$ cat config.mk
export PLATFORM = sky130hd
export DESIGN_NAME = cspe_hstep
export DESIGN_NICKNAME = d
export VERILOG_FILES = /design/src/cspe_pkg.sv /design/src/cspe_hstep.sv
export SDC_FILE = /design/constraint.sdc
export NUM_CORES = 2
export LEC_CHECK = 0
export ABC_AREA = 0
export CAP_MARGIN = 20
export CORE_MARGIN = 1
export CORE_UTILIZATION = 40
export CTS_BUF_LIST = sky130_fd_sc_hd__clkbuf_8
export DETAILED_ROUTE_END_ITERATION = 6
export DONT_BUFFER_PORTS = 1
export PLACE_DENSITY_LB_ADDON = 0.12
export SLEW_MARGIN = 30
export SYNTH_ARGS = -nofsm -noshare
export SYNTH_HDL_FRONTEND = slang
export SYNTH_SLANG_ARGS = --single-unit
export TNS_END_PERCENT = 20
$ cat constraint.sdc
create_clock -name clk -period 13.2 [get_ports clk]
set_clock_uncertainty 0.05 [all_clocks]
set_input_delay 1.32 -clock clk [delete_from_list [all_inputs] [get_ports clk]]
set_output_delay 1.32 -clock clk [all_outputs]
set_load 0.05 [all_outputs]
$ cat src/cspe_pkg.sv
// ----------------------------------------------------------------------------
// cspe_pkg
// Shared types and constants for the cubic spline point evaluator.
// ----------------------------------------------------------------------------
`default_nettype none

package cspe_pkg;

	// Default coordinate width and fraction bits (Q15.16)
	localparam int COORD_WIDTH_DEF = 32;
	localparam int FRAC_BITS_DEF   = 16;

	// Evaluation modes
	typedef enum logic [1:0] {
		MODE_CR_POS = 2'd0,
		MODE_CR_TAN = 2'd1,
		MODE_HM_POS = 2'd2,
		MODE_HM_TAN = 2'd3
	} mode_t;

	// Load enables for a module that holds two pipeline stages
	typedef struct packed {
		logic s_first;
		logic s_second;
	} pipe_en_t;

endpackage

`default_nettype wire

$ cat src/cspe_hstep.sv
// ----------------------------------------------------------------------------
// cspe_hstep
// One Horner step over two stages: acc_next = coef + round(acc * t / 2^FB),
// rounding half away from zero. Stage 1 multiplies magnitudes, stage 2
// rounds, restores the sign and adds.
// ----------------------------------------------------------------------------
`default_nettype none

module cspe_hstep #(
	parameter int FB = cspe_pkg::FRAC_BITS_DEF,
	parameter int RW = cspe_pkg::COORD_WIDTH_DEF + 8,
	parameter int TW = FB + 1,
	parameter int PW = 1
) (
	input  wire                   clk,
	input  cspe_pkg::pipe_en_t    en,
	input  wire signed [RW-1:0]   acc,
	input  wire signed [RW-1:0]   coef,
	input  wire [TW-1:0]          t_val,
	input  wire [PW-1:0]          side,
	output logic signed [RW-1:0]  acc_next,
	output logic [TW-1:0]         t_next,
	output logic [PW-1:0]         side_next
);

	localparam int PRW = RW + TW;
	localparam logic [PRW-1:0] HALF = PRW'(1) << (FB - 1);

	logic [RW-1:0]        mag_c;
	logic [PRW-1:0]       prod_c;
	logic [PRW-1:0]       prod_s1;
	logic                 neg_s1;
	logic signed [RW-1:0] coef_s1;
	logic [TW-1:0]        t_s1;
	logic [PW-1:0]        side_s1;

	logic [PRW-1:0]       rnd_c;
	logic [RW-1:0]        rmag_c;
	logic signed [RW-1:0] term_c;
	logic signed [RW-1:0] acc_s2;
	logic [TW-1:0]        t_s2;
	logic [PW-1:0]        side_s2;

	// Magnitude times t
	always_comb begin
		mag_c  = acc[RW-1] ? (~acc + 1'b1) : acc;
		prod_c = {{TW{1'b0}}, mag_c} * {{RW{1'b0}}, t_val};
	end

	always_ff @(posedge clk) begin
		if (en.s_first) begin
			prod_s1 <= prod_c;
			neg_s1  <= acc[RW-1];
			coef_s1 <= coef;
			t_s1    <= t_val;
			side_s1 <= side;
		end
	end

	// Round, sign and accumulate; |term| never exceeds |acc| since t <= one
	always_comb begin
		rnd_c  = (prod_s1 + HALF) >> FB;
		rmag_c = rnd_c[RW-1:0];
		term_c = neg_s1 ? $signed(~rmag_c + 1'b1) : $signed(rmag_c);
	end

	always_ff @(posedge clk) begin
		if (en.s_second) begin
			acc_s2  <= coef_s1 + term_c;
			t_s2    <= t_s1;
			side_s2 <= side_s1;
		end
	end

	assign acc_next  = acc_s2;
	assign t_next    = t_s2;
	assign side_next = side_s2;

endmodule

`default_nettype wire

==> Word-level counts from Yosys, hierarchy flattened <==
Cells that the tools add are included.
{ "totals": {"ff_bits": 173, "inputBits": 101, "out_inout_bits": 58, "word_cells": 17} }
{ "op_classes": {"n_addsub": 4, "mul": 1, "mux": 2, "n_bitwise": 2} }
{ "op_table": {"columns": ["op", "count"], "rows": [
  ["$add A40 B1 Y40 const B", 2],
  ["$mux W40", 2],
  ["$not A40 Y40", 2],
  ["$add A56 B16 Y56 const B", 1],
  ["$mul A40 B17 Y56", 1],
  ["$add A40 B40 Y40", 1]
]} }

==> Logic depth before layout (Yosys ltp) <==
{ "logic_depth": {"word_depth": 5, "ltp_mapped": 33} }

==> Least setup slack after synthesis <==
No wires, ideal clock.
{ "synth_timing": {"path_kind": "input -> register", "startpoint": "in acc[12]", "endpoint": "reg prod_s1[54], data pin", "setup_ps": 258, "arrival_ps": 9405, "slack_ps": 3487, "cell_stages": 27, "path_buffers": 1, "path_cell_list": "or4_4 or4_4 or4_4 or3_1 o31ai_1 xnor2_1 clkbuf_1 nand2_1 fa_1 fa_1 fa_1 inv_1 fa_1 fa_1 inv_1 fa_1 inv_1 ha_1 a21o_1 a21o_1 a21oi_1 o21ai_0 or4_1 o21ba_2 a221o_1 a21oi_1 xnor2_1"} }
{ "synth_via": {"elab_chain_len": 4} }
{ "synth_rtl": {"columns": ["element", "line", "text"], "rows": [
  ["start, declared", "cspe_hstep.sv:17", "input wire signed [RW-1:0] acc,"],
  ["$not A40 Y40", "cspe_hstep.sv:46", "mag_c = acc[RW-1] ? (~acc + 1'b1) : acc;"],
  ["$add A40 B1 Y40", "cspe_hstep.sv:46", null],
  ["$mux W40 *", "cspe_hstep.sv:46", null],
  ["$mul A40 B17 Y56 *", "cspe_hstep.sv:47", "prod_c = {{TW{1'b0}}, mag_c} * {{RW{1'b0}}, t_val};"],
  ["named net prod_c[54]", "cspe_hstep.sv:30", "logic [PRW-1:0] prod_c;"],
  ["end signal, assigned", "cspe_hstep.sv:52", "prod_s1 <= prod_c;"],
  ["end, declared", "cspe_hstep.sv:31", "logic [PRW-1:0] prod_s1;"]
]} }
The timed path passes the listed nets; every way through them passes the cells marked *.
A chain may end at the register's enable or synchronous reset.

==> Final worst setup path <==
{ "layout_timing": {"startpoint": "in acc[12]", "endpoint": "reg prod_s1[46], data pin"} }
Same word-level chain as after synthesis.

==> results.md <==
* Root Driver: clkbuf_8
* Slew Viols, Final at 0
* Synth area leaders: fa_1 (38%), edfxtp_1 (16%), inv_1 (7.7%)
* Worst-Skew Late Latency at 0.49 ns
* Hold path endpoint: t_next[16]$_DFFE_PP_
* Hold Vio Cnt, Final at 0
* Wire length of the first global-routing pass at between 100 and 150 mm
* IO Pins at between 150 and 200
* Sink Count at 158
* Initial Util at between 40 and 50%
* Achievable Freq at between 0.1 and 0.15 GHz
* Clk slew on worst S/H paths at about 0.090 ns
* Die ar. at 0.07631 mm2
* Critical Path End Type: flop
* Outcome: complete, no violations
* Critical Setup Path Class: in2reg
* Cell count after synthesis at about 3.2k
* Final min period at 9.582 ns
* Met1 Usage GRT at between 30% and 40%
* Fill cells at 7285
* Core ar. at approximately 0.074 mm2
* Worst slew pin tran at between 0.9 and 1 ns
* Unrepaired setup endpoints after global routing: no
* Final period utilization at between 70% and 80%
* Post-Syn Area at 0.03008 mm2
* YS warnings at 0
* Total wire length at between 80 and 90 mm
* Worst reg2reg path endpoint: acc_next[39]$_DFFE_PP_
* DR vias/cell at about 5.3
* Worst Setup SP: acc[12]
* Share of flip-flops with an asynchronous set or reset at 0%
* Startpoint class of the critical path: input pin
* Worst reg2reg startpoint: prod_s1[15]$_DFFE_PP_
* Syn Area/Cell at between 9 and 10 um2
* R2r setup slk at approximately 7.3 ns
* Most Used Layer, Global Route: met2
* All-Layer GR Usage at 22.70%
* Hold Path Stages at 0
* Routed Antenna Nets at 0
* Critical path peak fanout at 17
* Layout area overhead at 4.775%
* Post-synth EDFFs at ~160
* HPWL Detailed at roughly 61 mm
* Synth unique cells at 74
* Synth Flop Type: edfxtp_1
* Die Span X at ~280 um
* Nets at approximately 4.0k
* Area leader, netlist: fa_1
* TritonCTS clock tree: yes
* Port bufs at 0
* Register area share after synthesis at between 10% and 20%
* Post-CTS Setup Inserts at 0
* Hold path startpoint: t_s1[16]$_DFFE_PP_
* Syn Nets at approximately 4k
* Area occupied by multi-input gates at 0.02255 mm2
* Cell Rows at 100
* Top-area cell type share of the netlist area at between 30% and 40%
* Setup violations, final at 0
* DRT iter0 DRCs at approximately 1.4k
* Clock Tree Buf Depth at 2
* CTS buffer count at 17
* Hold WC Path Type: reg2reg
* Worst EP required at 13.37 ns
* Post-CTS Hold Fix Bufs at 0
* Initial antenna violation count at 5
* Vias in the first global route at 23.47k
* Relative slew margins at around two fifths
* R2R depth at 18
* Grt total ovfl at 0
* Fin Setup TNS at 0 ns
* Register Area at 0.004745 mm2
* Largest net degree at the start of global routing at 101
* Critical Path AT at 9.76 ns
* Die H at about 280 um
* Post_cts resized at 0
* Flops & latches, synth at between 150 and 200
* H-tree depth at 4
* Wire length per cell at a little over 20 um
* Max-Cap Viols at 0
* Total number of vias at 21.75k
* Met2 GRT Util at between 30% and 40%
* # DRC at 0
* Share of cells above drive strength 1 at around 3.3%
* RePlAce Congestion at between 0.8 and 0.9
* Drt first pass iters at 7
* M3 GR Usage at between 3 and 4%
==> cells in the final DEF, fill, tap and decap left out, types with 5 or more instances in the layout <==
cell	instances
buf_4	40
and2_1	265
nor3_1	25
or3_1	13
a41oi_1	5
nand2b_1	19
o31ai_1	17
nor2_1	56
nand3_1	44
o41ai_1	9
inv_1	618
nand4_1	24
a211oi_1	9
a21o_1	49
nor2b_1	12
o21bai_1	8
a31oi_1	16
nand2_1	511
o21ai_0	71
xnor2_1	133
xor2_1	55
and3_1	27
a21boi_0	5
nor4_1	6
and4_1	9
or2_2	9
a21oi_1	85
fa_1	567
edfxtp_1	158
clkbuf_8	17
o21a_1	13
ha_1	167
==> worst max path at each step <==
stage	endpoint	slack [ns]	depth (start not counted)
floorplan	prod_s1[54]$_DFFE_PP_	3.49	27
global placement	prod_s1[54]$_DFFE_PP_	3.32	27
detailed placement	prod_s1[54]$_DFFE_PP_	3.19	27
CTS	prod_s1[54]$_DFFE_PP_	3.79	27
global route	prod_s1[50]$_DFFE_PP_	3.22	27
finish	prod_s1[46]$_DFFE_PP_	3.62	26
==> critical path: stages <==
cell      delay [ns]
or4_4           0.53
or4_4           0.44
or2_2           0.34
o31ai_1         0.27
xnor2_1         0.16
buf_4           0.28
nand2_1         0.12
fa_1            0.52
fa_1            0.54
inv_1           0.05
fa_1            0.49
fa_1            0.50
fa_1            0.51
inv_1           0.06
fa_1            0.48
inv_1           0.08
ha_1            0.36
a21oi_1         0.22
nor4b_1         0.31
o21ai_0         0.27
and3_1          0.22
o41ai_1         0.62
o211ai_1        0.29
a221oi_1        0.47
o41ai_1         0.13
xor2_1          0.16
==> per-stage QoR <==
stage                     setup slack (ns)  hold WS, ns  cell area, um2  util (%)  instances
after floorplan                      3.487       0.3503           30080         -       3221
after global placement               3.318       0.3511           31110     41.79       4092
after detailed placement             3.192       0.3545           31120     41.81       4093
after CTS                            3.788       0.3778           31500     42.32       4125
after global routing                 3.215       0.3865           31520     42.34       4127
final                                3.618       0.3753           31520     42.34       4127
==> area by class of cell <==
cell class	instances	share of cell area [%]
inverters	618	7.360
diodes	2	0.01588
well taps	969	3.847
clock buffers	17	0.7423
multi-input cells	2307	71.53
repair buffers	41	0.9884
clock inverters	15	0.4645
flip-flops and latches	158	15.05
==> layer usage <==
metal	up-vias	wire, um	share of wire [%]
li1	9811	-	-
met1	11083	39050	46
met2	747	38410	45
met3	110	5425	6.4
met4	0	1557	1.8
met5	-	0	0
==> sequential cells by signal, summed over array words and instances, names as in the netlist <==
| name | count |
|---|---|
| side_next | 1 |
| acc_next | 40 |
| coef_s1 | 40 |
| side_s1 | 1 |
| prod_s1 | 41 |
| t_next | 17 |
| t_s1 | 17 |
| neg_s1 | 1 |
==> cell families after synthesis <==
group           synth area share, %
fa+ha+maj                     44.68
compound gates                6.904
buf+inv                       9.470
flops                         15.77
mux                          0.2121
simple gates                  17.22
xor+xnor                      5.740
==> synth_stat cells (6+ instances only) <==
master / n
inv_1: 617
fa_1: 567
nand2_1: 511
and2_1: 265
ha_1: 167
edfxtp_1: 158
xnor2_1: 138
clkbuf_1: 128
a21oi_1: 85
o21ai_0: 71
nor2_1: 56
xor2_1: 56
a21o_1: 49
nand3_1: 44
and3_1: 27
nor3_1: 25
nand4_1: 24
nand2b_1: 19
o31ai_1: 17
a31oi_1: 16
o21a_1: 13
or3_1: 13
nor2b_1: 12
a211oi_1: 9
and4_1: 9
o41ai_1: 9
or2_2: 9
buf_2: 8
o21bai_1: 8
nor4_1: 6
Power is not shown: default switching activity piles up to over one toggle a cycle in this logic, so the estimate is an artifact.
