[config.mk]
export PLATFORM = sky130hd
export DESIGN_NAME = cspe_round_sat
export DESIGN_NICKNAME = d
export VERILOG_FILES = /design/src/cspe_pkg.sv /design/src/cspe_round_sat.sv
export SDC_FILE = /design/constraint.sdc
export NUM_CORES = 1
export LEC_CHECK = 0
export BUFFER_PORTS_ARGS = -buffer_cell sky130_fd_sc_hd__buf_4
export CAP_MARGIN = 20
export CORE_ASPECT_RATIO = 2
export CORE_MARGIN = 5
export CORE_UTILIZATION = 60
export CTS_CLUSTER_SIZE = 16
export DETAILED_ROUTE_END_ITERATION = 16
export GPL_TIMING_DRIVEN = 0
export PLACE_DENSITY = 0.83
export SYNTH_ARGS = -nofsm -noshare
export SYNTH_HDL_FRONTEND = slang
export SYNTH_SLANG_ARGS = --single-unit
export TNS_END_PERCENT = 100
[constraint.sdc]
create_clock -name clk -period 14 [get_ports clk]
set_input_delay 2.8 -clock clk [delete_from_list [all_inputs] [get_ports clk]]
set_output_delay 2.8 -clock clk [all_outputs]
set_load 0.05 [all_outputs]
[src/cspe_pkg.sv]
// ----------------------------------------------------------------------------
// cspe_pkg
// Shared types and constants for the cubic spline point evaluator.
// ----------------------------------------------------------------------------
`default_nettype none

package cspe_pkg;

	// Default coordinate width and fraction bits (Q15.16)
	localparam int COORD_WIDTH_DEF = 32;
	localparam int FRAC_BITS_DEF   = 16;

	// Evaluation modes
	typedef enum logic [1:0] {
		MODE_CR_POS = 2'd0,
		MODE_CR_TAN = 2'd1,
		MODE_HM_POS = 2'd2,
		MODE_HM_TAN = 2'd3
	} mode_t;

	// Load enables for a module that holds two pipeline stages
	typedef struct packed {
		logic s_first;
		logic s_second;
	} pipe_en_t;

endpackage

`default_nettype wire

[src/cspe_round_sat.sv]
// ----------------------------------------------------------------------------
// cspe_round_sat
// Output stage: halves the doubled sum (half away from zero), saturates to
// the coordinate width and holds the result item.
// ----------------------------------------------------------------------------
`default_nettype none

module cspe_round_sat #(
	parameter int CW = cspe_pkg::COORD_WIDTH_DEF,
	parameter int RW = CW + 8
) (
	input  wire                   clk,
	input  wire                   load,
	input  wire signed [RW-1:0]   acc,
	input  wire                   in_range,
	output logic signed [CW-1:0]  result_value,
	output logic                  result_in_range
);

	localparam logic signed [RW-1:0] SAT_HI = {{(RW-CW+1){1'b0}}, {(CW-1){1'b1}}};
	localparam logic signed [RW-1:0] SAT_LO = ~SAT_HI;

	logic [RW-1:0]        mag_c;
	logic [RW:0]          inc_c;
	logic [RW-1:0]        half_c;
	logic signed [RW-1:0] val_c;
	logic signed [CW-1:0] sat_c;
	logic signed [CW-1:0] value_s1;
	logic                 in_range_s1;

	always_comb begin
		mag_c  = acc[RW-1] ? (~acc + 1'b1) : acc;
		inc_c  = {1'b0, mag_c} + 1'b1;
		half_c = inc_c[RW:1];
		val_c  = acc[RW-1] ? $signed(~half_c + 1'b1) : $signed(half_c);
		if (val_c > SAT_HI) begin
			sat_c = SAT_HI[CW-1:0];
		end else if (val_c < SAT_LO) begin
			sat_c = SAT_LO[CW-1:0];
		end else begin
			sat_c = val_c[CW-1:0];
		end
	end

	always_ff @(posedge clk) begin
		if (load) begin
			value_s1    <= sat_c;
			in_range_s1 <= in_range;
		end
	end

	assign result_value    = value_s1;
	assign result_in_range = in_range_s1;

endmodule

`default_nettype wire

## Yosys cells after proc, flatten, opt, wreduce, memory -nomap -nowiden

Index checks and enable logic that the tools add are counted.

| word-level totals | value |
|---|---|
| word-level logic and storage cells | 12 |
| bits in registers | 33 |

| cells by class | value |
|---|---|
| muxes and demuxes | 3 |
| add/subtract/negate cells | 3 |
| order comparisons | 2 |
| bitwise logic cells | 2 |

Operators with widths:

| operator | count |
|---|---|
| adder 40 x 1 -> 40 bit, second input constant | 2 |
| two-way mux 40 bit | 2 |
| NOT 40 bit | 2 |
| adder 40 x 1 -> 41 bit, second input constant | 1 |
| > comparator 40 x 32 -> 1 bit, second input constant | 1 |
| less-than comparator 40 x 32 -> 1 bit, second input constant | 1 |
| two-way mux 32 bit | 1 |

## Logic depth before layout (Yosys ltp)

Gate-level depths: netlist of the first run.

| logic depth | value |
|---|---|
| depth in word-level cells | 9 |
| depth in mapped cells | 27 |

## Worst setup path before layout of the first run

Ideal clock, no wire load.

| timing path | value |
|---|---|
| path type | input to register |
| start | input port acc[39] |
| end | register value_s1[8] (netlist: result_value[8]), data pin |
| stages on the path | 26 |
| setup time | 0.257 ns |
| setup slack | 4.612 ns |
| data required time | 13.743 ns |
| buffers on the path | 12 |
| arrival | 9.131 ns |
| cells stage by stage | clkbuf_1 buf_2 buf_1 clkbuf_1 clkbuf_1 clkbuf_1 clkbuf_1 clkbuf_1 buf_1 nand2_1 o21ai_0 ha_1 and4_1 clkbuf_1 o211ai_1 or4_1 a2111o_1 a22oi_2 nand4b_4 or2_0 clkbuf_1 o41ai_1 xor2_1 o31ai_4 buf_6 o21ai_2 |

| on the way | value |
|---|---|
| cells in the longest elaborated chain, start to end | 9 |
| elaborated cells between the ends (all ways) | 10 |
| those cells by class | add/sub (3); order compare (2); mux (3); bitwise (2) |

RTL lines:

| element | RTL line | RTL |
|---|---|---|
| start, declared | cspe_round_sat.sv:14 | `input wire signed [RW-1:0] acc,` |
| NOT 40 bit | cspe_round_sat.sv:32 | `mag_c = acc[RW-1] ? (~acc + 1'b1) : acc;` |
| adder 40 x 1 -> 40 bit | cspe_round_sat.sv:32 |  |
| two-way mux 40 bit | cspe_round_sat.sv:32 |  |
| adder 40 x 1 -> 41 bit | cspe_round_sat.sv:33 | `inc_c = {1'b0, mag_c} + 1'b1;` |
| NOT 40 bit | cspe_round_sat.sv:35 | `val_c = acc[RW-1] ? $signed(~half_c + 1'b1) : $signed(half_c);` |
| adder 40 x 1 -> 40 bit | cspe_round_sat.sv:35 |  |
| two-way mux 40 bit * | cspe_round_sat.sv:35 |  |
| less-than comparator 40 x 32 -> 1 bit | cspe_round_sat.sv:38 | `end else if (val_c < SAT_LO) begin` |
| two-way mux 32 bit | cspe_round_sat.sv:38 |  |
| end signal, assigned | cspe_round_sat.sv:47 | `value_s1 <= sat_c;` |
| end, declared | cspe_round_sat.sv:28 | `logic signed [CW-1:0] value_s1;` |

Mark *: on every way between the ends. The rest lies on a longest branch, timed or not.
A chain may end at the register's enable or synchronous reset.

## Worst setup path after layout of the first run

| timing path | value |
|---|---|
| start | input port acc[39] |
| end | register value_s1[6] (netlist: result_value[6]), data pin |

Same word-level chain as after synthesis.

==> out/results.txt, run 1 <==
Setup repair after global routing left no endpoint under its margin. Final max-slew violation count: 0. The smallest clock period supported by the final layout is computed as 11.70 ns. Detailed placement finished with a half-perimeter wire length of 15400 um. TritonCTS built the clock tree.

Entering global routing, the biggest net connects 34 pins. The share of layout cells above drive strength 1 came out at 0.224. The overall routing resource usage is 0.332. The tools report the initial standard-cell utilization of the core as 0.610.

The total iterations of the first detailed-routing run came out at 7. The final layout contains routed wiring with a total length of 19400 um. The tools report the number of hold violations in the final report as 0.

The post-synthesis sequential element count was 33. The flow ran to the end, and the final reports show no timing, DRC or antenna violations. Counting flops with a built-in enable in the synthesized netlist gives 33. The maximum level of the CTS H-tree was 2; the fraction of the yosys area taken by sequential cells was 0.176. For this run, the post-layout net count is 809.

Routability-driven placement finished with a final weighted congestion of 0.938. The highest clock frequency the design can meet is 0.0855 GHz, and the final-layout fill cell count is 804. Portion of synthesized cell area occupied by the leading cell type: 0.176. The I/O pin count is 76. The maximum net fanout on the critical path works out to 10. TritonCTS created 5 clock buffers. The relative max-transition margin was 0.312.

VDD sags by at most 0.0586 mV. In the final layout, the multi-input gates occupy 0.00436 mm^2. Buffers placed on the I/O ports in this run total 67. The die is 147 um tall.

The endpoint arrival time on the critical path is 11.72 ns, and the horizontal extent of the die is 78.6 um. Final-layout setup total negative slack: 0 ns. The worst setup path category is input port to flop.

Launch point of the critical path: acc[39]. The area of the mapped netlist came out at 0.00565 mm^2. Before CTS, the worst setup slack after placement is 2.30 ns.

Using the TritonRoute via totals, the vias-per-cell ratio works out to 7.12. The tools report the initial DRC count as 380. The tools report the nature of the critical path startpoint as an input port. The count of vias placed by the detailed router was 6184. The clock transition at the registers of the reported paths is 0.05 ns. Compared with the post-synthesis result, the final layout area differs by 14.5%.

After synthesis, the netlist uses 93 different library cells. The type of the most critical hold path was input port to flop. The first global-routing pass estimated 30500 um of wire. The hold buffer count at cts is 0. After detailed routing, the average wire length per cell comes to 22.3 um. The TritonCTS sink count is 33. Registers take 991 um^2. The most used flip-flop cell after synthesis is edfxtp_1. The post-cts gate resize count was 0; the die area was 0.0116 mm^2. Synthesis handed over a netlist of 688 instances.

The post-synthesis async set-or-reset flop share is 0, and the total nets after synthesis is 734. Count of inserted antenna diode cells: 0. The run gives 0 as the max-cap violation count. Sorting the synthesized cells by how often they occur yields xnor2_1 (67), nor2_1 (43), xor2_1 (43).

End of the critical path: result_value[6]$_SDFFCE_PN1P_. Final clock period utilization by the worst path: 0.836. Overall overflow remaining after global route: 0. For this run, the slowest stage of the critical path takes 0.80 ns. In the post-synthesis netlist, the cell with the most instances is xnor2_1. By area the synthesized netlist is led by edfxtp_1 (18%), xnor2_1 (10%), xor2_1 (6.7%). The tools report the row count as 50. Data on the critical path is required at its endpoint by 14.02 ns.

The post-CTS setup buffer count is 0. In this run the static leakage power is 2.18 nW. By instance count, the cell type seen most on the critical path is clkbuf_1.

For the pin with the worst max-slew slack, the measured transition is 1.02 ns. The total area inside the core boundary comes to 0.00926 mm^2. Once detail routing completed, the nets flagged for antenna violations numbered 0. The number of global-route vias before repair is 6213. In this run the cell area measured after placement is 0.00628 mm^2. The slowest cell on the critical path is nor4_1.

After detailed routing, the number of remaining DRC violations is 0. The finished cells cover 0.00646 mm^2. Setup slack on the critical path of the routed design comes to 2.30 ns.

The top cell type by total area after synthesis was edfxtp_1. The worst setup path is captured at a flop. Power spread over the standard cell area amounts to 73.2 mW/mm^2. The initial antenna violation count was 0; the total of endpoints with negative setup slack in the final report was 0. CTS root buffer: clkbuf_16.

Dividing the synthesized area by the synthesized cell count gives 8.21 um^2. During synthesis, Yosys emitted a total of 0 warnings. The worst-case clock buffer depth is 2.
[worst min path at each step]
stage / depth (start not counted) / start / end / slack [ns]
CTS: 1 / in_range / result_in_range$_DFFE_PP_ / 2.70
floorplan: 0 / in_range / result_in_range$_DFFE_PP_ / 2.90
global route: 1 / in_range / result_in_range$_DFFE_PP_ / 2.70
global placement: 1 / in_range / result_in_range$_DFFE_PP_ / 2.98
finish: 1 / in_range / result_in_range$_DFFE_PP_ / 2.70
detailed placement: 1 / in_range / result_in_range$_DFFE_PP_ / 2.98
[worst max-delay path: cells and delay by family]
family          cells  cell delay (ns)
buf+inv            13             4.78
xor+xnor            1             0.23
compound gates      8             2.07
simple gates        4             1.53
fa+ha+maj           1             0.30
[stage by stage]
| step | hold slack (ns) | utilization | total power, mW | cells |
|---|---|---|---|---|
| 2_1_floorplan | 2.90 | - | 0.281 | 688 |
| 3_3_place_gp | 2.98 | 0.678 | 0.341 | 859 |
| 3_5_place_dp | 2.98 | 0.678 | 0.346 | 859 |
| 4_1_cts | 2.70 | 0.697 | 0.469 | 867 |
| 5_1_grt | 2.70 | 0.698 | 0.493 | 868 |
| 6_report | 2.70 | 0.698 | 0.473 | 868 |
[per-layer routing]
layer / vias up / GRT usage / share of wire
li1: 2830 / - / -
met1: 2946 / 0.283 / 0.30
met2: 301 / 0.672 / 0.58
met3: 107 / 0.0288 / 0.042
met4: 0 / 0.240 / 0.080
met5: - / 0 / 0
[logic make-up after synthesis]
group / Yosys count / synth area share
flops: 33 / 0.176
mux: 7 / 0.0126
compound gates: 199 / 0.291
simple gates: 276 / 0.289
fa+ha+maj: 3 / 0.00665
buf+inv: 59 / 0.0519
xor+xnor: 111 / 0.174
[registers in the layout (all words and copies together) (netlist names)]
register         cells
result_in_range      1
result_value        32
[layout make-up]
| cell class | instances | share of cell area |
|---|---|---|
| Clock buffer | 5 | 0.0194 |
| Timing Repair Buffer | 68 | 0.0798 |
| Buffer | 49 | 0.0395 |
| Multi-Input combinational cell | 596 | 0.675 |
| Inverter | 10 | 0.00581 |
| Tap cell | 104 | 0.0201 |
| Sequential cell | 33 | 0.153 |
| Clock inverter | 3 | 0.00716 |
[placed cells by master, fill, tap and decap left out, drive strengths merged, types with 7 or more instances in the layout]
| cell | netlist | final |
|---|---|---|
| buf | 25 | 92 |
| xnor2 | 67 | 67 |
| o21ai | 63 | 63 |
| xor2 | 44 | 44 |
| nor2 | 43 | 43 |
| nand2 | 43 | 43 |
| edfxtp | 33 | 33 |
| nor3 | 32 | 32 |
| clkbuf | 24 | 29 |
| nor4 | 28 | 28 |
| nand3 | 23 | 23 |
| or3 | 19 | 19 |
| o31ai | 19 | 19 |
| or4 | 17 | 17 |
| a21oi | 16 | 16 |
| or2 | 14 | 14 |
| o41ai | 13 | 13 |
| inv | 10 | 10 |
| nand4 | 10 | 10 |
| o211ai | 9 | 9 |
| nand2b | 8 | 8 |
| and3 | 7 | 7 |
| o2111ai | 7 | 7 |
[power by group]
part / switching, mW / total [mW] / internal (mW)
Sequential: 0.00336 / 0.125 / 0.121
Combinational: 0.151 / 0.225 / 0.0740
Clock: 0.0400 / 0.124 / 0.0840
Total: 0.194 / 0.473 / 0.279
Note: power is estimated with default switching activity, not from simulation.
==> inputs of run 2 (changes only) <==
==> constraint.sdc (replaced) <==
create_clock -name clk -period 11 [get_ports clk]
set_input_delay 2.2 -clock clk [delete_from_list [all_inputs] [get_ports clk]]
set_output_delay 2.2 -clock clk [all_outputs]
set_load 0.05 [all_outputs]
==> run 2 against run 1 <==
  * Sequential cell count is the same
  * Routed wire length increased by 0.11%
  * Total power up 27%
  * First-iteration DRC count rose by 4.2%
  * Core utilization grew 0.095 points
  * Largest cell class unchanged
  * Largest power group unchanged
==> out/results.txt, run 2 (synthesis results as in run 1) <==
The endpoint arrival time on the critical path is 10.51 ns (was 11.72 ns), and the share of the core filled with cells in the final layout is 0.699 (was 0.698). Final clock period utilization by the worst path: 0.953. Counting I/O delays and the setup requirement, the final critical path takes 10.49 ns.

The worst setup path category is input port to flop (unchanged). The total cell area at the placement stage is 0.00628 mm^2 (unchanged), and the power density relative to cell area is 93.2 mW/mm^2 (was 73.2 mW/mm^2). The ratio of routed vias to standard cells came out at 7.09 (was 7.12).

Most used cells in the layout excluding fill and tap cells: buf_4 (70), xnor2_1 (67), xor2_1 (43), nor2_1 (43), nand2_1 (41) (unchanged). Sink of the worst hold path: result_in_range$_DFFE_PP_ (unchanged). TritonCTS built the clock tree.

Final-layout fill cell count: 808 (was 804). Relative area change from synthesis to final layout: 14.6% (was 14.5%). The nature of the critical path endpoint is a flop (unchanged). The number of cells on the worst hold path is 1 (unchanged), and the maximum net fanout on the critical path is 10 (unchanged). The highest clock frequency the design can meet came out at 0.0953 GHz. The clock transition at the registers of the reported paths is 0.05 ns (about the same), and the number of global-route vias before repair is 6213 (unchanged). The initial antenna violation count is 0 (unchanged). For the routability-driven placement congestion ratio, the log shows 0.938 (unchanged). The initial standard-cell utilization of the core is 0.610 (unchanged).

The flow ran to the end, and the final reports show no timing, DRC or antenna violations. For the overall routing resource usage, the log shows 0.332 (unchanged). The run gives 2.18 nW (about the same) as the leakage component of the power. The logs give 0.315 (was 0.312) for the relative max-transition margin and 0 (unchanged) for the overall overflow remaining after global route. The cell area after layout is 0.00647 mm^2 (was 0.00646 mm^2).

The type of the most critical hold path was input port to flop (unchanged). The run gives 396 (was 380) as the initial DRC count. The commonest non-fill, non-tap cell in the layout is buf_4 (unchanged). The beginning of the worst hold path is in_range (unchanged). The horizontal extent of the die came out at 78.6 um (unchanged). Nature of the critical path startpoint: an input port (unchanged).

The number of remaining DRC errors was 0 (unchanged). First-pass GRT wire length: 30500 um (unchanged). The logs give 11.02 ns (was 14.02 ns) for the data required time at the worst endpoint and 0.00926 mm^2 (unchanged) for the placeable core region.

The worst-margin pin slew was 1.02 ns (about the same). The flip-flop count of the largest register, all copies and words added is 32 (unchanged), and the die outline height is 147 um (unchanged). The number of buffers inserted by port buffering came out at 67 (unchanged).

The max-cap violation count is 0 (unchanged). The worst IR drop on VDD was 0.0754 mV (was 0.0586 mV); the clock buffer count from CTS was 5 (unchanged). For the TritonCTS sink count, the log shows 33 (unchanged).

The count of vias placed by the detailed router came out at 6150 (was 6184). The tools report the maximum level of the CTS H-tree as 2 (unchanged). The number of nets with antenna violations after routing is 0 (unchanged), and the total iterations of the first detailed-routing run is 6 (was 7). The tools report the post-CTS setup buffer count as 0 (unchanged). For the number of hold violations in the final report, the log shows 0 (unchanged). Row count: 50 (unchanged).

The CTS root buffer was clkbuf_16 (unchanged). The total of endpoints with negative setup slack in the final report was 0 (unchanged). The share of layout cells above drive strength 1 was 0.228 (was 0.224); the area occupied by registers was 991 um^2 (unchanged). The count of inserted antenna diode cells is 0 (unchanged), and the net total in the final layout is 809 (unchanged). The die area was 0.0116 mm^2 (unchanged); the routed length per placed instance was 22.3 um (about the same). The worst-case clock buffer depth was 2 (unchanged); the footprint of the multi-input gates was 0.00437 mm^2 (was 0.00436 mm^2).

For the I/O pin count, the log shows 76 (unchanged). For the wire length reported by the detailed router, the log shows 19400 um (about the same). The maximum number of pins on one net before global-route repair was 34 (unchanged).

Setup repair after global routing left no endpoint under its margin. The run gives 15400 um (unchanged) as the HPWL after detailed placement. For the final max-slew violation count, the log shows 0 (unchanged).
-- run 2: cell count changes in the layout (fill, tap and decap cells not counted), sizes merged --
cell    before  now
buf         92   91
clkbuf      29   30
-- run 2: cell type report --
type | count | share of cell area
Multi-Input combinational cell | 596 | 0.675
Sequential cell | 33 | 0.153
Timing Repair Buffer | 68 | 0.0797
Buffer | 49 | 0.0398
Tap cell | 104 | 0.0201
Clock buffer | 5 | 0.0193
Clock inverter | 3 | 0.00715
Inverter | 10 | 0.00580
-- run 2: timing repair --
item	in CTS	in global routing
endpoints found under the setup margin	0	31
hold buffers	0	0
hold endpoints to repair	0	0
resized for setup	0	4
-- run 2: worst max-delay path by stage --
stage	startpoint	endpoint	slack, ns	cells after the start
after global routing	acc[39]	result_value[11]$_SDFFCE_PN1P_	0.03	27
after CTS	acc[39]	result_value[6]$_SDFFCE_PN1P_	0.20	27
after global placement	acc[39]	result_value[29]$_SDFFCE_PN1P_	-0.02	27
after floorplan	acc[39]	result_value[8]$_SDFFCE_PN1P_	2.21	26
after detailed placement	acc[39]	result_value[11]$_SDFFCE_PN1P_	-0.10	27
final	acc[39]	result_value[6]$_SDFFCE_PN1P_	0.51	27
-- run 2: power breakdown --
group	leakage, nW	total [mW]	internal, mW	switching [mW]
Clock	0.0800	0.159	0.107	0.0518
Sequential	0.325	0.158	0.154	0.00424
Combinational	1.78	0.286	0.0943	0.191
Total	2.18	0.603	0.355	0.247
-- run 2: critical path, cell delays in order --
cell and delay (ns):
buf_4 0.10, clkbuf_1 0.33, buf_2 0.30, buf_1 0.37
clkbuf_1 0.38, clkbuf_1 0.46, clkbuf_1 0.46, clkbuf_1 0.47
clkbuf_2 0.39, clkbuf_2 0.35, nand2_1 0.08, o21ai_0 0.09
ha_1 0.30, and4_1 0.21, clkbuf_1 0.26, o211ai_1 0.35
or3_1 0.46, a2111oi_0 0.58, o21a_1 0.33, nand4b_4 0.22
or2_0 0.25, clkbuf_1 0.19, o41ai_1 0.46, xor2_1 0.17
o31ai_4 0.42, buf_6 0.22, o21ai_2 0.08
-- run 2: metrics by stage --
stage | TNS [ns] | power [mW] | hold WS (ns) | setup WS, ns | instances
finish | 0 | 0.603 | 2.10 | 0.512 | 868
CTS | 0 | 0.597 | 2.10 | 0.203 | 867
global route | 0 | 0.628 | 2.10 | 0.0344 | 868
global placement | -0.357 | 0.434 | 2.38 | -0.0211 | 859
detailed placement | -2.43 | 0.440 | 2.38 | -0.100 | 859
floorplan | 0 | 0.357 | 2.30 | 2.21 | 688
-- run 2: layer usage --
layer,part of all wire,routed length (um),track usage
met5,0,0,0
met4,0.081,1580,0.240
met3,0.036,705,0.0288
met2,0.58,11200,0.672
met1,0.30,5880,0.283
