File: config.mk
export PLATFORM = sky130hd
export DESIGN_NAME = cspe_coef
export DESIGN_NICKNAME = d
export VERILOG_FILES = /design/src/cspe_pkg.sv /design/src/cspe_coef.sv
export SDC_FILE = /design/constraint.sdc
export NUM_CORES = 1
export LEC_CHECK = 0
export BUFFER_PORTS_ARGS = -buffer_cell sky130_fd_sc_hd__buf_2
export CAP_MARGIN = 30
export CORE_ASPECT_RATIO = 0.75
export CORE_UTILIZATION = 30
export DETAILED_ROUTE_END_ITERATION = 10
export PLACE_DENSITY = 0.58
export SYNTH_ARGS = -nofsm -noshare
export SYNTH_HDL_FRONTEND = slang
export SYNTH_SLANG_ARGS = --single-unit
File: constraint.sdc
create_clock -name clk -period 5.6 [get_ports clk]
set_input_delay 0.28 -clock clk [delete_from_list [all_inputs] [get_ports clk]]
set_output_delay 0.28 -clock clk [all_outputs]
set_load 0.01 [all_outputs]
File: src/cspe_pkg.sv
// ----------------------------------------------------------------------------
// cspe_pkg
// Shared types and constants for the cubic spline point evaluator.
// ----------------------------------------------------------------------------
`default_nettype none

package cspe_pkg;

	// Default coordinate width and fraction bits (Q15.16)
	localparam int COORD_WIDTH_DEF = 32;
	localparam int FRAC_BITS_DEF   = 16;

	// Evaluation modes
	typedef enum logic [1:0] {
		MODE_CR_POS = 2'd0,
		MODE_CR_TAN = 2'd1,
		MODE_HM_POS = 2'd2,
		MODE_HM_TAN = 2'd3
	} mode_t;

	// Load enables for a module that holds two pipeline stages
	typedef struct packed {
		logic s_first;
		logic s_second;
	} pipe_en_t;

endpackage

`default_nettype wire

File: src/cspe_coef.sv
// ----------------------------------------------------------------------------
// cspe_coef
// Two pipeline stages: range check and operand prep, then the cubic
// coefficients in Horner order (c3 innermost), all at twice the scale.
// ----------------------------------------------------------------------------
`default_nettype none

module cspe_coef #(
	parameter int CW = cspe_pkg::COORD_WIDTH_DEF,
	parameter int FB = cspe_pkg::FRAC_BITS_DEF,
	parameter int RW = CW + 8,
	parameter int TW = FB + 1
) (
	input  wire                        clk,
	input  wire                        arst_n,
	input  cspe_pkg::pipe_en_t         en,
	input  wire [1:0]                  mode,
	input  wire signed [FB+1:0]        param_t,
	input  wire signed [CW-1:0]        val_a,
	input  wire signed [CW-1:0]        val_b,
	input  wire signed [CW-1:0]        val_c,
	input  wire signed [CW-1:0]        val_d,
	output logic signed [RW-1:0]       c0,
	output logic signed [RW-1:0]       c1,
	output logic signed [RW-1:0]       c2,
	output logic signed [RW-1:0]       c3,
	output logic [TW-1:0]              t_val,
	output logic                       in_range
);

	localparam logic [FB:0] T_ONE = {1'b1, {FB{1'b0}}};

	logic                 hermite;
	logic                 tangent;
	logic                 t_neg;
	logic                 t_above;
	logic signed [CW-1:0] seg_start;
	logic signed [CW-1:0] seg_end;
	logic signed [CW-1:0] sel_pt;
	logic signed [CW:0]   p0_c;
	logic signed [CW+1:0] dp_c;
	logic signed [CW:0]   m0_c;
	logic signed [CW:0]   m1_c;

	logic signed [CW:0]   p0_s1;
	logic signed [CW+1:0] dp_s1;
	logic signed [CW:0]   m0_s1;
	logic signed [CW:0]   m1_s1;
	logic [TW-1:0]        t_s1;
	logic                 tangent_s1;
	logic                 in_range_s1;

	logic signed [RW-1:0] p0x;
	logic signed [RW-1:0] dpx;
	logic signed [RW-1:0] m0x;
	logic signed [RW-1:0] m1x;
	logic signed [RW-1:0] a2_c;
	logic signed [RW-1:0] a3_c;

	logic signed [RW-1:0] c0_s2;
	logic signed [RW-1:0] c1_s2;
	logic signed [RW-1:0] c2_s2;
	logic signed [RW-1:0] c3_s2;
	logic [TW-1:0]        t_s2;
	logic                 in_range_s2;

	// Mode decode
	always_comb begin
		unique case (cspe_pkg::mode_t'(mode))
			cspe_pkg::MODE_CR_POS: begin hermite = 1'b0; tangent = 1'b0; end
			cspe_pkg::MODE_CR_TAN: begin hermite = 1'b0; tangent = 1'b1; end
			cspe_pkg::MODE_HM_POS: begin hermite = 1'b1; tangent = 1'b0; end
			cspe_pkg::MODE_HM_TAN: begin hermite = 1'b1; tangent = 1'b1; end
			default:               begin hermite = 1'b0; tangent = 1'b0; end
		endcase
	end

	// Range check and doubled operands
	always_comb begin
		t_neg     = param_t[FB+1];
		t_above   = !t_neg && (param_t[FB:0] > T_ONE);
		seg_start = hermite ? val_a : val_b;
		seg_end   = hermite ? val_b : val_c;
		// Out of range returns an endpoint: carried as p0, rest zeroed later
		sel_pt    = t_above ? seg_end : seg_start;
		p0_c      = {sel_pt, 1'b0};
		dp_c      = {({seg_end[CW-1], seg_end} - {seg_start[CW-1], seg_start}), 1'b0};
		m0_c      = hermite ? {val_c, 1'b0} : ({val_c[CW-1], val_c} - {val_a[CW-1], val_a});
		m1_c      = hermite ? {val_d, 1'b0} : ({val_d[CW-1], val_d} - {val_b[CW-1], val_b});
	end

	always_ff @(posedge clk or negedge arst_n) begin
		if (!arst_n) begin
			in_range_s1 <= 1'b1;
			in_range_s2 <= 1'b1;
		end else begin
			if (en.s_first) begin
				in_range_s1 <= !t_neg && !t_above;
			end
			if (en.s_second) begin
				in_range_s2 <= in_range_s1;
			end
		end
	end

	// Stage 1 payload
	always_ff @(posedge clk) begin
		if (en.s_first) begin
			p0_s1      <= p0_c;
			dp_s1      <= dp_c;
			m0_s1      <= m0_c;
			m1_s1      <= m1_c;
			t_s1       <= (t_neg || t_above) ? '0 : param_t[FB:0];
			tangent_s1 <= tangent;
		end
	end

	// Coefficients: a2 = 3dp - 2m0 - m1, a3 = m0 + m1 - 2dp
	always_comb begin
		p0x  = RW'(p0_s1);
		dpx  = RW'(dp_s1);
		m0x  = RW'(m0_s1);
		m1x  = RW'(m1_s1);
		a3_c = m0x + m1x - (dpx <<< 1);
		a2_c = (dpx <<< 1) + dpx - (m0x <<< 1) - m1x;
	end

	// Stage 2 payload: Horner coefficients per mode
	always_ff @(posedge clk) begin
		if (en.s_second) begin
			t_s2 <= t_s1;
			if (!in_range_s1) begin
				c3_s2 <= '0;
				c2_s2 <= '0;
				c1_s2 <= '0;
				c0_s2 <= p0x;
			end else if (tangent_s1) begin
				c3_s2 <= '0;
				c2_s2 <= (a3_c <<< 1) + a3_c;
				c1_s2 <= a2_c <<< 1;
				c0_s2 <= m0x;
			end else begin
				c3_s2 <= a3_c;
				c2_s2 <= a2_c;
				c1_s2 <= m0x;
				c0_s2 <= p0x;
			end
		end
	end

	assign c0       = c0_s2;
	assign c1       = c1_s2;
	assign c2       = c2_s2;
	assign c3       = c3_s2;
	assign t_val    = t_s2;
	assign in_range = in_range_s2;

	// Clamped items carry only the endpoint
	a_clamp_zero: assert property (@(posedge clk) disable iff (!arst_n)
		!in_range_s2 |-> (c3_s2 == '0) && (c2_s2 == '0) && (c1_s2 == '0))
		else $error("clamped item has nonzero higher coefficients");

endmodule

`default_nettype wire

# Word-level counts from Yosys, hierarchy flattened
# Index checks and enable logic that the tools add are counted.
[op_classes] add_sub_neg=9 n_lt_le_gt_ge=1 eq_ne=3 muxes=11 bitwise=1 n_reduce_logical=12
[op_table] operator="$mux W40" n=4
[op_table] operator="$sub A32 B32 Y33" n=3
[op_table] operator="$mux W32" n=3
[op_table] operator="$mux W33" n=2
[op_table] operator="$add A37 B36 Y38" n=1
[op_table] operator="$sub A37 B33 Y38" n=1
[op_table] operator="$sub A36 B34 Y37" n=1
[op_table] operator="$add A35 B34 Y36" n=1
[op_table] operator="$sub A34 B35 Y36" n=1
[op_table] operator="$add A33 B33 Y34" n=1
[op_table] operator="$gt A17 B17 Y1 const B" n=1
[op_table] operator="$reduce_or A2 Y1" n=5
[op_table] operator="$eq A2 B2 Y1 const B" n=2
[op_table] operator="$pmux W1 S2" n=2
[op_table] operator="$eq A2 B1 Y1 const B" n=1
[op_table] operator="$logic_and A1 B1 Y1" n=2
[op_table] operator="$logic_not A1 Y1" n=2
[op_table] operator="$logic_not A2 Y1" n=1
[op_table] operator="$reduce_and A2 Y1" n=1
[op_table] operator="$logic_or A1 B1 Y1" n=1
[op_table] operator="$not A1 Y1" n=1
[totals] regBits=324 inputBits=152 output_inout_bits=178 elab_cells=54

# Depth between registers and ports, before layout
# Gate-level depths: netlist of run 1.
[depth] word_depth=5 depth_mapped=28 depth_no_buf=28

# Worst setup path after synthesis of run 1
# No wires, ideal clock.
[synth_timing] path_kind="reg2reg" from="reg dp_s1[1]" to="reg c2_s2[33], in the netlist c2[33] (data pin)" setup_time_ps=261 arrival_ps=5053 t_required_ps=5339 setup_slack_ps=286 path_stages_with_launch=24 period_less_slack_ps=5314 path_cell_list="edfxtp_1 > fa_1 > inv_1 > ha_1 > nor2b_1 > o21ai_1 > o211ai_4 > a21o_1 > a21oi_1 > o41ai_1 > nor2_1 > nor2_1 > a21o_1 > xor2_1 > ha_1 > a21oi_1 > o21ai_0 > a21o_1 > a21o_1 > a21o_1 > a21o_1 > a221oi_2 > nor4_1 > a221o_1"
[synth_rtl] element="from (decl)" line_no="cspe_coef.sv:46" source="logic signed [CW+1:0] dp_s1;"
[synth_rtl] element="from (signal assigned)" line_no="cspe_coef.sv:110" source="dp_s1 <= dp_c;"
[synth_rtl] element="$sub A34 B35 Y36" line_no="cspe_coef.sv:124" source="a3_c = m0x + m1x - (dpx <<< 1);"
[synth_rtl] element="named net a3_c[26]" line_no="cspe_coef.sv:58" source="logic signed [RW-1:0] a3_c;"
[synth_rtl] element="$add A37 B36 Y38" line_no="cspe_coef.sv:139" source="c2_s2 <= (a3_c <<< 1) + a3_c;"
[synth_rtl] element="$mux W40" line_no="cspe_coef.sv:137" source="end else if (tangent_s1) begin"
[synth_rtl] element="to (signal assigned)" line_no="cspe_coef.sv:139"
[synth_rtl] element="to (decl)" line_no="cspe_coef.sv:62" source="logic signed [RW-1:0] c2_s2;"
# The timed path passes the listed nets, and every way through them passes these cells.
# A chain may end at the register's enable or synchronous reset.

# Final worst setup path of run 1
[layout_timing] from="reg dp_s1[7]" to="reg c2_s2[34], in the netlist c2[34] (data pin)"
# The elaborated chain is that of the path after synthesis.

==> results.sh, run 1 <==
export IMPL_first_global_vias=18800
export IMPL_wl_met2_um=29900
export IMPL_async_flop_share_pct=0.637
export IMPL_syn_avg_cell_area_um2=9.95
export IMPL_worstPathArrival_ns=5.65
export IMPL_setup_tns_ns=0
export IMPL_timing_rr_end="c2[34]"
export IMPL_crit_type="flip-flop to flip-flop"
export IMPL_max_slew_worst_pin_slew_ns=0.994
export IMPL_synth_fp_nets=2998
export IMPL_synth_edf_count=312
export IMPL_vias=19600
export IMPL_worstHoldPathType="input port to flip-flop"
export IMPL_grt_max_degree=129
export IMPL_holdPathEnd="t_s1[9]"
export IMPL_ys_types=83
export IMPL_core_area_um2=82800
export IMPL_root_buffer="clkbuf_16"
export IMPL_yosys_area_top_type="edfxtp_1"
export IMPL_crit_required_ns=5.85
export IMPL_wl_per_cell_um=18.9
export IMPL_rows=91
export IMPL_worstHoldPathCells=2
export IMPL_antenna_left=0
export IMPL_slew_viol_final=0
export IMPL_rsz0062_at_grt="yes"
export IMPL_wl_met3_um=4790
export IMPL_drive_gt1_share_pct=19.9
export IMPL_drtPass1Iterations=5
export IMPL_gp_congestion=0.928
export IMPL_end_kind="flip-flop"
export IMPL_powerDensity_nw_per_um2=661
export IMPL_wl_met1_um=40500
export IMPL_fmax_mhz=185
export IMPL_drt_iter0_drc=1174
export IMPL_postSynthCellCount=2536
export IMPL_post_place_ws_ns=-0.0575
export IMPL_tritoncts="built"
export IMPL_ff2ff_path_depth=27
export IMPL_clk_pin_slew_ns=0.06
export IMPL_status="finished clean"
export IMPL_synth_common_cells="edfxtp_1 (312), inv_1 (264), nand2_1 (212)"
export IMPL_drc=0
export IMPL_ys_top_cells_by_area="edfxtp_1 (37%), ha_1 (10%), fa_1 (8.2%)"
export IMPL_nNetsFinal=3368
export IMPL_cts_buffer_depth=3
export IMPL_hpwl_um=62800
export IMPL_die_h_um=253
export IMPL_worstHoldStart="param_t[9]"
export IMPL_fin_skew_ns=0.0155
export IMPL_grt_usage_pct=17.5
export IMPL_ys_warn_count=0
export IMPL_area_delta_synth_final_pct=18.7
export IMPL_die_x_um=337
export IMPL_min_period_ns=5.40
export IMPL_viasPerCell=4.84
export IMPL_yosysSeqAreaShare_pct=37.3
export IMPL_ir_drop_v=0.000385
export IMPL_ys_ff_latch=314
export IMPL_finalSetupViolCount=0
export IMPL_final_hold_viol_count=0
export IMPL_synth_area_um2=25200
export IMPL_wirelength_um=76500
export IMPL_start_util_pct=30.5
export IMPL_worst_path_max_fanout=5
export IMPL_finalPower_mw=19.8
export IMPL_netlist_area_leader_share_pct=37.1
export IMPL_overflow=0
export IMPL_yosysMostFrequentCell="edfxtp_1"
export IMPL_dieArea_um2=85300
export IMPL_cts_max_level=2
export IMPL_top_layer_used="met5"
export IMPL_portBuffers=329
export IMPL_max_cap_viol_count=0
export IMPL_r2r_start="dp_s1[7]"
export IMPL_r2r_slack_ns=0.20
export IMPL_start_kind="flip-flop"
export IMPL_clk_latency_ns=0.55
export IMPL_ioPinCount=330
export IMPL_grt_first_pass_wirelength_um=113000
export IMPL_antenna_found_initial=30
export IMPL_fin_crit_sh_pct=96.4
export IMPL_synthFlopType="edfxtp_1"
export IMPL_cts_inserted_buffers=35
export IMPL_slew_headroom_pct=33.8
export IMPL_worst_slack_ns=0.200
export IMPL_p_leak_nw=13.3
export IMPL_cts_sink_count=314
## where the power goes
| part | total [mW] | switching, mW | leakage (nW) | internal [mW] |
|---|---|---|---|---|
| combinational | 14.2 | 8.20 | 9.68 | 6.00 |
| sequential | 3.44 | 0.276 | 3.13 | 3.16 |
| clock | 2.15 | 0.953 | 0.495 | 1.20 |
## logic make-up (layout without fill, tap and decap cells)
family / after synthesis / count (layout) / share of synthesized area, %
XOR/XNOR: 158 / 158 / 5.57
multiplexers: 96 / 96 / 3.98
AND/OR/NAND/NOR: 625 / 625 / 11.8
AO/OA/AOI/OAI: 682 / 682 / 17.4
other: 0 / 10 / 0
flip-flops: 314 / 314 / 37.3
adder cells (fa/ha/maj): 310 / 310 / 18.4
buffers and inverters: 351 / 743 / 5.51
## area by class of cell
type	count	area [um^2]
diodes	10	25.0
clock buffers	42	902
clock inverters	17	125
fillers	8373	52800
inverters	264	991
multi-input cells	1871	14700
flip-flops and latches	314	9420
well taps	1116	1400
repair buffers	420	2390
## worst max path at each step
stage,startpoint,to,slack (ns)
2_1_floorplan,dp_s1[1],c2[33],0.29
3_3_place_gp,dp_s1[7],c2[34],0.09
3_5_place_dp,dp_s1[7],c2[34],-0.06
4_1_cts,dp_s1[5],c2[33],0.02
5_1_grt,dp_s1[10],c2[34],-0.06
6_report,dp_s1[7],c2[34],0.20
## critical path: stages (launching register included)
cell      delay, ns
edfxtp_1       0.43
fa_1           0.58
inv_2          0.05
ha_4           0.30
nand4_2        0.14
nor2_1         0.11
nand4b_1       0.19
a31oi_2        0.21
nor2_1         0.06
nor2_1         0.13
o21a_1         0.15
o21a_1         0.16
o21ai_2        0.06
nand2b_1       0.10
xor2_2         0.20
ha_1           0.29
nand2_2        0.08
o21ai_1        0.05
nor4_1         0.19
a21oi_1        0.10
a31oi_1        0.15
nor2_1         0.07
o31a_1         0.12
a211o_4        0.37
a21oi_4        0.26
o211ai_4       0.14
o311ai_1       0.26
o221ai_1       0.15
## layout by cell type, fill, tap and decap left out, types with 8 or more instances in the layout
master,Yosys,final
ha_1,207,198
o21a_1,33,33
clkinv_1,0,8
edfxtp_1,312,312
xnor2_1,89,86
and2_1,50,50
clkbuf_16,0,35
nand2_1,212,209
nor2b_1,28,27
diode_2,0,10
nand4_1,17,17
o21bai_1,16,16
mux2i_1,61,61
and3_1,14,14
o21ai_1,11,11
a31oi_1,18,16
or3_1,13,13
a211o_1,12,12
o22ai_1,11,11
inv_1,264,256
nand3_1,36,36
nor4_1,13,13
a21oi_1,163,156
nand2b_1,34,34
nor2_1,142,141
fa_1,103,103
o21ai_0,196,191
buf_2,0,326
a21oi_2,2,8
nor3_1,42,41
mux2_2,35,35
a21o_1,82,82
a211oi_1,19,19
o31ai_1,15,14
o31a_1,35,35
buf_4,15,84
xor2_1,66,62
## through the flow
stage               util (%)  cells  hold slack (ns)  area (um^2)
floorplan                  -   2536            0.132        25200
global placement        34.3   3954            0.234        28400
detailed placement      34.3   3955            0.234        28400
CTS                     35.6   4018          0.00259        29500
global route            36.2   4049           0.0260        29900
finish                  36.2   4054           0.0344        30000
## routing by layer
metal  vias up  GRT usage (%)
met3        90           3.61
li1       9793              -
met5         -              0
met2       481           24.1
met1      9213           27.6
met4        36           3.21
## repair_timing
action / 4_1_cts / 5_1_grt
hold buffers: 4 / 1
pin swaps: 0 / 12
buffers inserted: 0 / 24
setup endpoints to repair: 3 / 13
gates resized for setup: 2 / 53
endpoints found under the hold margin: 5 / 1
## state kept, by name (all words and copies together), names as in the netlist
register,flops
c0,33
c1,39
c2,38
c3,36
dp_s1,33
in_range,1
in_range_s1,1
m0_s1,33
m1_s1,33
p0_s1,32
t_s1,17
t_val,17
tangent_s1,1
(Power assumes the default switching activity.)
==> inputs of run 2 (changes only) <==
--- a/config.mk
+++ b/config.mk
@@ -8,7 +8,9 @@
 export BUFFER_PORTS_ARGS = -buffer_cell sky130_fd_sc_hd__buf_2
 export CAP_MARGIN = 30
 export CORE_ASPECT_RATIO = 0.75
+export CORE_MARGIN = 1
 export CORE_UTILIZATION = 30
+export CTS_BUF_LIST = sky130_fd_sc_hd__clkbuf_4 sky130_fd_sc_hd__clkbuf_8 sky130_fd_sc_hd__clkbuf_16
 export DETAILED_ROUTE_END_ITERATION = 10
 export PLACE_DENSITY = 0.58
 export SYNTH_ARGS = -nofsm -noshare
==> run 2 against run 1 <==
Against the previous run:
- core utilization about the same
- largest power group unchanged
- highest routed layer unchanged
- clock-buffer cell count did not move
- clock skew shrank 0.0015 ns
- critical path type unchanged
- cell count is the same
- clock power about the same
- fmax hardly changed
- sequential power barely moved
- non-clock buffer count is the same
- worst setup slack better by 0.0038 ns
==> results.sh, run 2 (synthesis gave the netlist of run 1 again) <==
export IMPL_rows=91
export IMPL_final_common_cell="buf_2"
export IMPL_slowest_stage="fa_1"
export IMPL_grt_max_degree=129
export IMPL_overflow=0
export IMPL_drt_iter0_drc=1100
export IMPL_clk_pin_slew_ns=0.06
export IMPL_grt_usage_pct=17.5
export IMPL_clk_latency_ns=0.55
export IMPL_critPathBufInv=1
export IMPL_fin_skew_ns=0.0140
export IMPL_cts_inserted_buffers=35
export IMPL_worstPathArrival_ns=5.65
export IMPL_first_global_vias=18800
export IMPL_powerDensity_nw_per_um2=662
export IMPL_drive_gt1_share_pct=20.1
export IMPL_wirelength_um=76600
export IMPL_ir_drop_v=0.000388
export IMPL_die_x_um=337
export IMPL_crit_required_ns=5.85
export IMPL_drtPass1Iterations=5
export IMPL_crit_top_cell="nor2_1"
export IMPL_tritoncts="built"
export IMPL_drc=0
export IMPL_antenna_left=0
export IMPL_start_util_pct=30.5
export IMPL_fin_crit_sh_pct=96.4
export IMPL_finalPower_mw=19.8
export IMPL_max_slew_worst_pin_slew_ns=0.986
export IMPL_fill_cells=8373
export IMPL_die_h_um=253
export IMPL_finalSetupViolCount=0
export IMPL_cts_sink_count=314
export IMPL_critPathTopFamily="compound AO/OA/AOI/OAI gates"
export IMPL_hpwl_um=62800
export IMPL_start_kind="flip-flop"
export IMPL_cts_buffer_depth=3
export IMPL_end_kind="flip-flop"
export IMPL_p_leak_nw=13.3
export IMPL_max_cap_viol_count=0
export IMPL_area_delta_synth_final_pct=18.8
export IMPL_cts_max_level=2
export IMPL_antenna_found_initial=30
export IMPL_root_buffer="clkbuf_16"
export IMPL_grt_first_pass_wirelength_um=113000
export IMPL_worst_slack_ns=0.203
export IMPL_gp_congestion=0.928
export IMPL_largest_reg_flops=39
export IMPL_rsz0062_at_grt="yes"
export IMPL_ioPinCount=330
export IMPL_ff_latch_area_um2=9420
export IMPL_vias=19600
export IMPL_portBuffers=329
export IMPL_slew_viol_final=0
export IMPL_worstHoldPathType="input port to flip-flop"
export IMPL_dieArea_um2=85300
export IMPL_crit_type="flip-flop to flip-flop"
export IMPL_min_period_ns=5.40
export IMPL_post_place_ws_ns=-0.0575
export IMPL_nNetsFinal=3368
export IMPL_worst_path_max_fanout=5
export IMPL_slowest_delay_ns=0.58
export IMPL_viasPerCell=4.84
export IMPL_core_area_um2=82800
export IMPL_final_hold_viol_count=0
export IMPL_slew_headroom_pct=34.3
export IMPL_wl_per_cell_um=18.9
export IMPL_final_cell_mix="buf_2 (326), edfxtp_1 (312), inv_1 (256)"
export IMPL_fmax_mhz=185
export IMPL_multiInputGateArea_um2=14700
export IMPL_status="finished clean"
## run 2: cell counts in the layout (fill, tap and decap cells not counted)
No cell type changed its count.
## run 2: area by class of cell
class	count	share of cell area, %
diodes	10	0.0835
clock buffers	42	3.10
clock inverters	17	0.417
inverters	264	3.31
multi-input cells	1871	49.0
flip-flops and latches	314	31.4
well taps	1116	4.66
repair buffers	420	7.98
## run 2: final timing paths
| kind | from | to | slack [ns] | depth (start not counted) |
|---|---|---|---|---|
| max in group asynchronous | arst_n | in_range_s1 | 5.36 | 2 |
| worst min-delay path | param_t[0] | t_s1[0] | 0.04 | 2 |
| worst min register to register | t_s1[1] | t_val[1] | 0.41 | 0 |
| worst max register to register | dp_s1[7] | c2[34] | 0.20 | 27 |
| worst max-delay path | dp_s1[7] | c2[34] | 0.20 | 27 |
| min in group asynchronous | arst_n | in_range | 0.22 | 2 |
## run 2: where the power goes
group,internal [mW],switching (mW),leakage [nW],total [mW]
Combinational,6.01,8.21,9.68,14.2
Sequential,3.16,0.277,3.13,3.44
Clock,1.23,0.949,0.519,2.18
Total,10.4,9.43,13.3,19.8
## run 2: timing repair
item,in CTS,in global routing
buffers inserted,0,24
gates cloned,0,0
hold buffers,4,1
gates resized for setup,2,53
setup endpoints to repair,3,13
endpoints found under the hold margin,5,1
pin swaps,0,12
## run 2: through the flow
stage / hold WS (ns) / util [%] / TNS (ns) / cell area, um^2 / cells
after CTS: 0.00259 / 35.6 / 0 / 29500 / 4018
after detailed placement: 0.234 / 34.3 / -0.0662 / 28400 / 3955
after global placement: 0.234 / 34.3 / 0 / 28400 / 3954
final: 0.0351 / 36.2 / 0 / 30000 / 4054
after floorplan: 0.132 / - / 0 / 25200 / 2536
after global routing: 0.0260 / 36.2 / -0.184 / 30000 / 4049
## run 2: per-layer routing
layer	track usage, %	vias up	routed length (um)
met5	0	-	220
met4	3.21	36	1130
met3	3.61	97	5000
met2	24.2	472	30100
met1	27.6	9220	40200
li1	-	9801	-
